File: config.mk
export PLATFORM = sky130hd
export DESIGN_NAME = phasor_rhythm_trigger_sequencer
export DESIGN_NICKNAME = d
export VERILOG_FILES = /design/src/hw/rtl/prts_pkg.sv /design/src/hw/rtl/prts_ram.sv /design/src/hw/rtl/prts_ctrl.sv /design/src/hw/rtl/prts_dp.sv /design/src/hw/rtl/phasor_rhythm_trigger_sequencer.sv
export SDC_FILE = /design/constraint.sdc
export NUM_CORES = 2
export LEC_CHECK = 0
export BUFFER_PORTS_ARGS = -buffer_cell sky130_fd_sc_hd__buf_4
export CORE_ASPECT_RATIO = 0.8
export CORE_MARGIN = 1
export CORE_UTILIZATION = 30
export CTS_CLUSTER_DIAMETER = 150
export DETAILED_ROUTE_END_ITERATION = 10
export PLACE_DENSITY = 0.56
export REMOVE_ABC_BUFFERS = 1
export SKIP_LAST_GASP = 1
export SLEW_MARGIN = 10
export SYNTH_ARGS = -nofsm -noshare
export SYNTH_HDL_FRONTEND = slang
export SYNTH_SLANG_ARGS = --single-unit
File: constraint.sdc
create_clock -name clock -period 8.4 [get_ports clock]
set_clock_uncertainty 0.15 [all_clocks]
set_input_delay 1.26 -clock clock [delete_from_list [all_inputs] [get_ports clock]]
set_output_delay 1.26 -clock clock [all_outputs]
set_load 0.05 [all_outputs]
File: src/hw/rtl/prts_pkg.sv
// ----------------------------------------------------------------------------
// prts_pkg
// Shared types and constants of the phasor rhythm trigger sequencer.
// ----------------------------------------------------------------------------
package prts_pkg;

   localparam int TABLE_DEPTH = 64;
   localparam int MAX_STEPS   = 32;
   localparam int ADDR_W      = $clog2(TABLE_DEPTH);
   localparam int COUNT_W     = $clog2(TABLE_DEPTH + 1);
   localparam int POS_W       = 24;
   localparam int ONSET_W     = POS_W + 1;
   localparam int DIV_STEPS   = POS_W;
   localparam int DIV_CNT_W   = $clog2(DIV_STEPS);
   localparam int ENTRY_W     = ONSET_W + POS_W;
   localparam logic [POS_W-1:0] POS_MAX = '1;

   localparam logic [15:0] BEAT_RESET = 16'd22050;
   localparam logic [12:0] WRAP_RESET = 13'd64;

   // register index decoded from the address
   localparam logic CSR_BEAT = 1'b0;
   localparam logic CSR_WRAP = 1'b1;

   // item kinds
   localparam logic REQ_GROUP = 1'b0;
   localparam logic REQ_AUDIO = 1'b1;

   typedef struct packed {
      logic        req_type;
      logic [15:0] group_beats;
      logic [31:0] pattern_bits;
      logic [5:0]  pattern_steps;
      logic        first_group;
      logic        last_group;
      logic [15:0] phase;
   } req_item_type;

   typedef struct packed {
      logic [5:0]  note_index;
      logic [23:0] note_duration;
   } rsp_item_type;

   typedef enum logic [1:0] {
      MUL_BAR,
      MUL_POS,
      MUL_NOTE
   } mul_op_type;

   typedef struct packed {
      logic       load_item;
      logic       div_step;
      logic       walk_step;
      logic       finish_group;
      logic       mul_en;
      mul_op_type mul_op;
      logic       decide;
   } cmd_type;

   typedef struct packed {
      logic walk_last;
      logic out_full;
   } status_type;

endpackage

File: src/hw/rtl/prts_ram.sv
// ----------------------------------------------------------------------------
// prts_ram
// Generic single-port RAM with registered read.
// ----------------------------------------------------------------------------
module prts_ram #(
   parameter int WIDTH = 8,
   parameter int DEPTH = 16
) (
   input  logic                     clock,
   input  logic                     wr_en,
   input  logic                     rd_en,
   input  logic [$clog2(DEPTH)-1:0] addr,
   input  logic [WIDTH-1:0]         wr_data,
   output logic [WIDTH-1:0]         rd_data
);

   logic [WIDTH-1:0] mem [DEPTH];
   logic [WIDTH-1:0] rd_data_ff;

   // write or read one entry
   always_ff @(posedge clock) begin
      if (wr_en) begin
         mem[addr] <= wr_data;
      end
      if (rd_en) begin
         rd_data_ff <= mem[addr];
      end
   end

   assign rd_data = rd_data_ff;

endmodule

File: src/hw/rtl/prts_ctrl.sv
// ----------------------------------------------------------------------------
// prts_ctrl
// Sequencer: steps the divider, the step walk and the shared multiplier.
// ----------------------------------------------------------------------------
module prts_ctrl
   import prts_pkg::*;
(
   input  logic         clock,
   input  logic         reset,
   input  logic         req_valid,
   input  req_item_type req_data,
   output logic         req_stall,
   input  status_type   status,
   output cmd_type      cmd
);

   typedef enum logic [2:0] {
      S_IDLE,
      S_DIV,
      S_WALK,
      S_FINISH,
      S_MUL_BAR,
      S_MUL_POS,
      S_MUL_NOTE,
      S_DECIDE
   } state_type;

   state_type            state_ff, state_in;
   logic [DIV_CNT_W-1:0] cnt_ff, cnt_in;

   // decode commands and next state
   always_comb begin
      cmd      = '0;
      cmd.mul_op = MUL_BAR;
      state_in = state_ff;
      cnt_in   = cnt_ff;
      unique case (state_ff)
         S_IDLE: begin
            if (req_valid) begin
               cmd.load_item = 1'b1;
               cnt_in = '0;
               if (req_data.req_type == REQ_AUDIO) begin
                  state_in = S_MUL_BAR;
               end else if (req_data.pattern_steps == '0) begin
                  state_in = S_FINISH;
               end else begin
                  state_in = S_DIV;
               end
            end
         end
         S_DIV: begin
            cmd.div_step = 1'b1;
            cnt_in = cnt_ff + 1'b1;
            if (cnt_ff == DIV_CNT_W'(DIV_STEPS - 1)) begin
               state_in = S_WALK;
            end
         end
         S_WALK: begin
            cmd.walk_step = 1'b1;
            if (status.walk_last) begin
               state_in = S_FINISH;
            end
         end
         S_FINISH: begin
            cmd.finish_group = 1'b1;
            state_in = S_IDLE;
         end
         S_MUL_BAR: begin
            cmd.mul_en = 1'b1;
            cmd.mul_op = MUL_BAR;
            state_in = S_MUL_POS;
         end
         S_MUL_POS: begin
            cmd.mul_en = 1'b1;
            cmd.mul_op = MUL_POS;
            state_in = S_MUL_NOTE;
         end
         S_MUL_NOTE: begin
            cmd.mul_en = 1'b1;
            cmd.mul_op = MUL_NOTE;
            state_in = S_DECIDE;
         end
         S_DECIDE: begin
            // wait for the output register to drain
            if (!status.out_full) begin
               cmd.decide = 1'b1;
               state_in = S_IDLE;
            end
         end
         default: state_in = S_IDLE;
      endcase
   end

   // hold state
   always_ff @(posedge clock) begin
      if (reset) begin
         state_ff <= S_IDLE;
         cnt_ff   <= '0;
      end else begin
         state_ff <= state_in;
         cnt_ff   <= cnt_in;
      end
   end

   assign req_stall = (state_ff != S_IDLE);

`ifndef SYNTHESIS
   a_accept_then_busy: assert property (@(posedge clock) disable iff (reset)
      (req_valid && !req_stall) |=> req_stall)
      else $error("accepted item did not make the block busy");
   a_div_len: assert property (@(posedge clock) disable iff (reset)
      (state_ff == S_DIV && cnt_ff != DIV_CNT_W'(DIV_STEPS - 1)) |=> state_ff == S_DIV)
      else $error("divider left early");
`endif

endmodule

File: src/hw/rtl/prts_dp.sv
// ----------------------------------------------------------------------------
// prts_dp
// Datapath: registers, divider, onset walk, note table, multiplier, output.
// ----------------------------------------------------------------------------
module prts_dp
   import prts_pkg::*;
(
   input  logic         clock,
   input  logic         reset,
   input  req_item_type req_data,
   input  cmd_type      cmd,
   output status_type   status,
   input  logic         rsp_stall,
   output logic         rsp_valid,
   output rsp_item_type rsp_data,
   input  logic         csr_psel,
   input  logic         csr_penable,
   input  logic         csr_pwrite,
   input  logic [2:0]   csr_paddr,
   input  logic [31:0]  csr_pwdata,
   output logic [31:0]  csr_prdata
);

   logic [15:0]        beat_ff;
   logic [12:0]        wrap_ff;
   logic [POS_W-1:0]   beats_ff;
   logic [31:0]        bits_ff;
   logic [5:0]         steps_ff;
   logic               last_ff;
   logic [15:0]        phase_ff;
   logic [POS_W-1:0]   build_pos_ff;
   logic [COUNT_W-1:0] build_cnt_ff;
   logic [POS_W-1:0]   bar_len_ff;
   logic [COUNT_W-1:0] active_ff;
   logic [COUNT_W-1:0] play_ff;
   logic [POS_W-1:0]   div_q_ff;
   logic [5:0]         div_r_ff;
   logic [POS_W-1:0]   acc_q_ff;
   logic [5:0]         acc_r_ff;
   logic [5:0]         j_ff;
   logic [POS_W-1:0]   bar_samps_ff;
   logic [POS_W-1:0]   pos_ff;
   logic [ONSET_W-1:0] note_ff;
   logic               rsp_valid_ff;
   rsp_item_type       rsp_ff;

   logic [5:0]         steps_clamp;
   logic [6:0]         div_t;
   logic               div_ge;
   logic [6:0]         acc_sum;
   logic               acc_wrap;
   logic               ram_we;
   logic [ADDR_W-1:0]  ram_addr;
   logic [ENTRY_W-1:0] ram_wdata;
   logic [ENTRY_W-1:0] ram_rdata;
   logic [ONSET_W-1:0] rd_onset;
   logic [POS_W-1:0]   rd_dur;
   logic [ONSET_W-1:0] mul_a;
   logic [15:0]        mul_b;
   logic [40:0]        prod;
   logic [ONSET_W-1:0] pos_sum;
   logic               playable;
   logic               fire;
   logic               csr_wr;

   assign steps_clamp = (req_data.pattern_steps > 6'(MAX_STEPS)) ? 6'(MAX_STEPS)
                                                                 : req_data.pattern_steps;

   // restoring divider step
   assign div_t  = {div_r_ff, div_q_ff[POS_W-1]};
   assign div_ge = (div_t >= {1'b0, steps_ff});

   // running remainder of beats*j/steps
   assign acc_sum  = {1'b0, acc_r_ff} + {1'b0, div_r_ff};
   assign acc_wrap = (acc_sum >= {1'b0, steps_ff});

   // note table port
   assign ram_we    = cmd.walk_step && bits_ff[j_ff[4:0]] &&
                      (build_cnt_ff < COUNT_W'(TABLE_DEPTH));
   assign ram_addr  = cmd.load_item ? play_ff[ADDR_W-1:0] : build_cnt_ff[ADDR_W-1:0];
   assign ram_wdata = {({1'b0, build_pos_ff} + {1'b0, acc_q_ff}), div_q_ff};

   prts_ram #(
      .WIDTH (ENTRY_W),
      .DEPTH (TABLE_DEPTH)
   ) u_table (
      .clock   (clock),
      .wr_en   (ram_we),
      .rd_en   (cmd.load_item),
      .addr    (ram_addr),
      .wr_data (ram_wdata),
      .rd_data (ram_rdata)
   );

   assign rd_onset = ram_rdata[ENTRY_W-1:POS_W];
   assign rd_dur   = ram_rdata[POS_W-1:0];

   // shared multiplier operand select
   always_comb begin
      case (cmd.mul_op)
         MUL_BAR: begin
            mul_a = {1'b0, bar_len_ff};
            mul_b = beat_ff;
         end
         MUL_POS: begin
            mul_a = {1'b0, bar_samps_ff};
            mul_b = phase_ff;
         end
         MUL_NOTE: begin
            mul_a = rd_onset;
            mul_b = beat_ff;
         end
         default: begin
            mul_a = '0;
            mul_b = '0;
         end
      endcase
   end
   assign prod = mul_a * mul_b;

   assign pos_sum  = {1'b0, build_pos_ff} + {1'b0, beats_ff};
   assign playable = (play_ff < active_ff);
   assign fire     = playable && ({1'b0, pos_ff} > note_ff);
   assign csr_wr   = csr_psel && csr_penable && csr_pwrite;

   // configuration registers
   always_ff @(posedge clock) begin
      if (reset) begin
         beat_ff <= BEAT_RESET;
         wrap_ff <= WRAP_RESET;
      end else if (csr_wr) begin
         unique case (csr_paddr[2])
            CSR_BEAT: beat_ff <= csr_pwdata[15:0];
            CSR_WRAP: wrap_ff <= csr_pwdata[12:0];
            default:  beat_ff <= beat_ff;
         endcase
      end
   end

   always_comb begin
      unique case (csr_paddr[2])
         CSR_BEAT: csr_prdata = {16'd0, beat_ff};
         CSR_WRAP: csr_prdata = {19'd0, wrap_ff};
         default:  csr_prdata = '0;
      endcase
   end

   // pattern state
   always_ff @(posedge clock) begin
      if (reset) begin
         build_pos_ff <= '0;
         build_cnt_ff <= '0;
         bar_len_ff   <= '0;
         active_ff    <= '0;
         play_ff      <= '0;
      end else begin
         if (cmd.load_item && req_data.req_type == REQ_GROUP && req_data.first_group) begin
            build_pos_ff <= '0;
            build_cnt_ff <= '0;
         end
         if (ram_we) begin
            build_cnt_ff <= build_cnt_ff + 1'b1;
         end
         if (cmd.finish_group) begin
            build_pos_ff <= pos_sum[POS_W] ? POS_MAX : pos_sum[POS_W-1:0];
            if (last_ff) begin
               bar_len_ff <= pos_sum[POS_W] ? POS_MAX : pos_sum[POS_W-1:0];
               active_ff  <= build_cnt_ff;
            end
         end
         if (cmd.decide) begin
            if (fire) begin
               play_ff <= play_ff + 1'b1;
            end else if (!playable && ({11'd0, wrap_ff} > pos_ff)) begin
               play_ff <= '0;
            end
         end
      end
   end

   // working registers
   always_ff @(posedge clock) begin
      if (cmd.load_item) begin
         beats_ff <= {req_data.group_beats, 8'd0};
         bits_ff  <= req_data.pattern_bits;
         steps_ff <= steps_clamp;
         last_ff  <= req_data.last_group;
         phase_ff <= req_data.phase;
         div_q_ff <= {req_data.group_beats, 8'd0};
         div_r_ff <= '0;
         acc_q_ff <= '0;
         acc_r_ff <= '0;
         j_ff     <= '0;
      end
      if (cmd.div_step) begin
         div_q_ff <= {div_q_ff[POS_W-2:0], div_ge};
         div_r_ff <= div_ge ? 6'(div_t - {1'b0, steps_ff}) : div_t[5:0];
      end
      if (cmd.walk_step) begin
         j_ff <= j_ff + 1'b1;
         if (acc_wrap) begin
            acc_r_ff <= 6'(acc_sum - {1'b0, steps_ff});
            acc_q_ff <= acc_q_ff + div_q_ff + 1'b1;
         end else begin
            acc_r_ff <= acc_sum[5:0];
            acc_q_ff <= acc_q_ff + div_q_ff;
         end
      end
      if (cmd.mul_en) begin
         case (cmd.mul_op)
            MUL_BAR:  bar_samps_ff <= prod[39:16];
            MUL_POS:  pos_ff       <= prod[39:16];
            MUL_NOTE: note_ff      <= prod[40:16];
            default:  note_ff      <= note_ff;
         endcase
      end
   end

   // output register
   always_ff @(posedge clock) begin
      if (reset) begin
         rsp_valid_ff <= 1'b0;
      end else if (cmd.decide && fire) begin
         rsp_valid_ff <= 1'b1;
      end else if (!rsp_stall) begin
         rsp_valid_ff <= 1'b0;
      end
   end

   always_ff @(posedge clock) begin
      if (cmd.decide && fire) begin
         rsp_ff.note_index    <= play_ff[5:0];
         rsp_ff.note_duration <= rd_dur;
      end
   end

   assign rsp_valid        = rsp_valid_ff;
   assign rsp_data         = rsp_ff;
   assign status.walk_last = (j_ff == 6'(steps_ff - 1'b1));
   assign status.out_full  = rsp_valid_ff && rsp_stall;

`ifndef SYNTHESIS
   a_count_bound: assert property (@(posedge clock) disable iff (reset)
      build_cnt_ff <= COUNT_W'(TABLE_DEPTH))
      else $error("note count past table depth");
   a_rem_bound: assert property (@(posedge clock) disable iff (reset)
      cmd.walk_step |-> (acc_r_ff < steps_ff && div_r_ff < steps_ff))
      else $error("step remainder out of range");
   a_fire_out: assert property (@(posedge clock) disable iff (reset)
      (cmd.decide && fire) |=> rsp_valid)
      else $error("fired note not presented");
`endif

endmodule

File: src/hw/rtl/phasor_rhythm_trigger_sequencer.sv
// ----------------------------------------------------------------------------
// phasor_rhythm_trigger_sequencer
// Step sequencer that builds a note table from rhythm groups and fires the
// notes as a bar phase advances.
// ----------------------------------------------------------------------------
// Usage:
//   req_* carries one item: a rhythm group load (req_type 0) or an audio
//   sample with its bar phase (req_type 1). rsp_* carries one fired note,
//   its table index and duration. csr_* is an APB-style port for
//   beat_samples (address 0) and wrap_window (address 4).
//   Group load: accept, the bit-serial divider that splits the group into
//   steps, one walk step per pattern step to write the note table, then
//   the bar position advance; zero-step groups skip divider and walk.
//   Audio sample: three products through one shared multiplier, then the
//   decision; a fired note appears in the output register afterwards.
//   One item is worked on at a time; req_stall is high while busy.
//   A waiting result does not block the next item; only an audio sample
//   that reaches its decision while the output register is still stalled
//   waits for it to drain.
//   Reset clears the bar, counts and play index and loads the register
//   defaults; the note table needs no clearing.
// ----------------------------------------------------------------------------
module phasor_rhythm_trigger_sequencer
   import prts_pkg::*;
(
   input  logic         clock,
   input  logic         reset,
   input  logic         req_valid,
   output logic         req_stall,
   input  req_item_type req_data,
   output logic         rsp_valid,
   input  logic         rsp_stall,
   output rsp_item_type rsp_data,
   input  logic         csr_psel,
   input  logic         csr_penable,
   input  logic         csr_pwrite,
   input  logic [2:0]   csr_paddr,
   input  logic [31:0]  csr_pwdata,
   output logic [31:0]  csr_prdata,
   output logic         csr_pready
);

   cmd_type    cmd;
   status_type status;

   prts_ctrl u_ctrl (
      .clock     (clock),
      .reset     (reset),
      .req_valid (req_valid),
      .req_data  (req_data),
      .req_stall (req_stall),
      .status    (status),
      .cmd       (cmd)
   );

   prts_dp u_dp (
      .clock       (clock),
      .reset       (reset),
      .req_data    (req_data),
      .cmd         (cmd),
      .status      (status),
      .rsp_stall   (rsp_stall),
      .rsp_valid   (rsp_valid),
      .rsp_data    (rsp_data),
      .csr_psel    (csr_psel),
      .csr_penable (csr_penable),
      .csr_pwrite  (csr_pwrite),
      .csr_paddr   (csr_paddr),
      .csr_pwdata  (csr_pwdata),
      .csr_prdata  (csr_prdata)
   );

   assign csr_pready = 1'b1;

endmodule

==> results_dict.tcl <==
set metrics [dict create \
    stdcell_area_um2 168000 \
    antenna_found_initial 22 \
    synth_area_leaders "edfxtp_1, a22oi_1, fa_1" \
    wl_met2_mm 213 \
    clock_latency_ps 930 \
    die-width_um 778 \
    seqPwrFrac 0.464 \
    grt_max_degree 116 \
    yosys.area.top_type "edfxtp_1" \
    intPower_mw 33.8 \
    arrival_ps 8600 \
    async_flop_share 0 \
    dp.cells 15500 \
    m1WireLength_mm 204 \
    synth_ff_type "edfxtp_1" \
    report.final.hold_viol_count 0 \
    worst_slew_pin_slew_ps 1340 \
    clkTransAtPathRegs_ps 60 \
    p_per_area_nw_per_um2 287 \
    rsz0062_at_grt "false" \
    ys_seq_area_frac 0.726 \
    switching_power_mw 14.3 \
    fin_util 0.350 \
    clkPwrFrac 0.324 \
    drt-vias-per-instance 5.51 \
    synth_common_cells "edfxtp_1, a22oi_1, nand2_1" \
    cts_made_buffers 352 \
    power_mw 48.2 \
    yosysTopAreaCellShare 0.711 \
    yosysUniqueCellTypes 83 \
    p_comb_frac 0.212 \
    hpwl_mm 280 \
    syn_area_per_cell_um2 16.0 \
    grtUsageTotal 0.190 \
    clock_path_buffers 4 \
    slew_headroom 0.107 \
    fin_nets 10100 \
    synth_edf_count 3425 \
    drive_gt1_frac 0.129 \
    wl_mm 480 \
    netlist_area_um2 145000 \
    crit_path_max_fanout 16 \
    synth_cells 9068 \
    status "complete, no violations" \
    cts_tree "done" \
    critPathKind "reg2reg" \
    setup_tns_ps 0 \
    top_layer_used "met5" \
    numClockSinks 3532 \
    grt_pass1_vias 86400 \
    start_util 0.302 \
    io_pins 180 \
    core_um2 479000 \
    setup_viol 0 \
    htreeDepth 5 \
    slew_viol_final 0 \
    drtIter0Drc 12800 \
    place_congestion 0.850 \
    cap_violations 0 \
    dr_wl_met3_mm 48.5 \
    critPathLaunchType "flop" \
    yosysMostFrequentCell "edfxtp_1" \
    yosysWarningCount 0 \
    dr_total_vias 89000 \
    leakage_nw 54.2 \
    synth-seq-cells 3532 \
    place_area_um2 156000 \
    vdd_drop_max_mv 0.205 \
    wl_per_cell_um 29.7 \
    p_sw_frac 0.298 \
    fin_crit_sh 0.964 \
    max_freq_mhz 124 \
    grt_pass1_wl_mm 666 \
    finalNonFillerCells 16200 \
    grt-ovfl-total 0 \
    area_growth_pct 15.8 \
    rows 227 \
    ant_nets 0 \
    cts_hold_buf 0 \
    drc 0 \
    worstSetupEndpointType "flop" \
    numPortBuffers 144 \
    holdCritPathClass "reg2reg" \
    first_pass_iters 7 \
    cp.required_ps 8910 \
    die_h_um 623 \
    clk_root_buffer_cell "clkbuf_16" \
    min_period_ps 8100 \
    dieArea_um2 485000 \
]
==> stage by stage <==
stage / hold WS (ps) / worst slack, ps
2_1_floorplan: 250 / -12110
3_3_place_gp: 258 / 194
3_5_place_dp: 255 / 116
4_1_cts: 270 / 64.1
5_1_grt: 276 / 12.8
6_report: 268 / 303
==> critical path, stage by stage (launching register included) <==
cell and delay, ps:
dfxtp_1 380, nand2b_2 320, a21oi_4 310, buf_4 280, o21a_1 370, nand2_1 130
fa_1 520, fa_1 480, fa_1 540, inv_1 60, fa_1 490, fa_1 500
inv_1 60, fa_1 500, inv_1 50, ha_1 220, nor4_1 320, o21ai_0 190
a221o_1 370, nor3_1 330, a211oi_4 140, a21o_1 230, a21oi_2 190, o21ai_1 160
buf_4 180, a221oi_2 260, xnor2_1 100
==> sequential cells by signal (all words and copies together), names as in the netlist, 3 cells and up <==
name	count
u_dp.active_ff	7
u_dp.wrap_ff	13
u_dp.bar_samps_ff	24
u_dp.steps_ff	6
u_dp.div_q_ff	24
u_dp.bar_len_ff	24
u_dp.u_table.rd_data	49
u_dp.beats_ff	16
u_dp.pos_ff	24
u_dp.build_cnt_ff	7
u_ctrl.cnt_ff	5
u_dp.j_ff	6
u_dp.phase_ff	16
u_dp.rsp_data	30
u_dp.play_ff	7
u_dp.bits_ff	32
u_dp.acc_q_ff	24
u_dp.div_r_ff	6
u_dp.build_pos_ff	24
u_dp.u_table.mem	3136
u_ctrl.state_ff	3
u_dp.note_ff	25
u_dp.acc_r_ff	6
u_dp.beat_ff	16
==> cell usage in the layout, fill, tap and decap left out, types with 95 or more instances in the layout <==
master,netlist,layout
a21oi_1,258,258
edfxtp_1,3425,3425
nor2_1,380,305
nand3_1,95,95
clkbuf_16,0,358
ha_1,240,240
a221oi_1,250,250
buf_4,19,492
fa_1,325,325
a22o_1,269,269
a22oi_1,1034,1034
a31oi_1,291,289
dfxtp_1,107,107
nand4_1,111,111
nand2_1,515,510
inv_1,442,440
==> cell families (layout without fill, tap and decap cells) <==
| kind of cell | Yosys count | count (layout) | synth area share |
|---|---|---|---|
| flops | 3532 | 3532 | 0.726 |
| compound gates | 2463 | 2464 | 0.126 |
| simple gates | 1362 | 1362 | 0.0431 |
| buf+inv | 975 | 1633 | 0.0278 |
| fa+ha+maj | 565 | 565 | 0.0657 |
| xor+xnor | 115 | 115 | 0.00696 |
| mux | 54 | 54 | 0.00490 |
| other cells | 2 | 21 | 0.0000519 |
==> power by group through the flow <==
stage | Combinational (mW) | Sequential, mW | Clock (mW)
2_1_floorplan | 5.44 | 23.1 | 0
3_3_place_gp | 9.74 | 22.7 | 0
3_5_place_dp | 9.97 | 22.7 | 0
4_1_cts | 10.1 | 22.3 | 15.7
5_1_grt | 11.1 | 22.4 | 16.4
6_report | 10.2 | 22.4 | 15.6
==> final timing paths <==
| path | from | cells past startpoint | endpoint | slack [ps] |
|---|---|---|---|---|
| setup reg to reg | u_ctrl.state_ff[1]$_SDFFE_PP0P_ | 26 | u_dp.note_ff[24]$_DFFE_PP_ | 300 |
| hold reg to reg | u_dp.u_table.rd_data[2]$_DFFE_PP_ | 0 | u_dp.rsp_data[2]$_DFFE_PP_ | 270 |
| hold / removal | u_dp.u_table.rd_data[2]$_DFFE_PP_ | 0 | u_dp.rsp_data[2]$_DFFE_PP_ | 270 |
| setup / recovery | u_ctrl.state_ff[1]$_SDFFE_PP0P_ | 26 | u_dp.note_ff[24]$_DFFE_PP_ | 300 |
==> cell type report <==
class                      instances  area (µm²)
clock inverter                   197        1990
fill                           45200      311000
clock buffer                     433        9270
antenna                            4        10.0
sequential                      3532      105000
inverter                         444        1680
multi-input combinational       4577       36600
timing repair buffer             558        5010
timing repair inverter             1        5.00
tap                             6412        8020
==> what timing repair did <==
item | CTS | global route
setup buffers | 0 | 6
gates resized for setup | 0 | 11
setup endpoints to repair | 0 | 43
==> per-layer routing <==
metal / up-vias / track usage
met4: 8 / 0.0520
met2: 5209 / 0.291
met3: 728 / 0.0360
li1: 36700 / -
met1: 46400 / 0.277
met5: - / 0
Power figures use the tool's default switching activity.
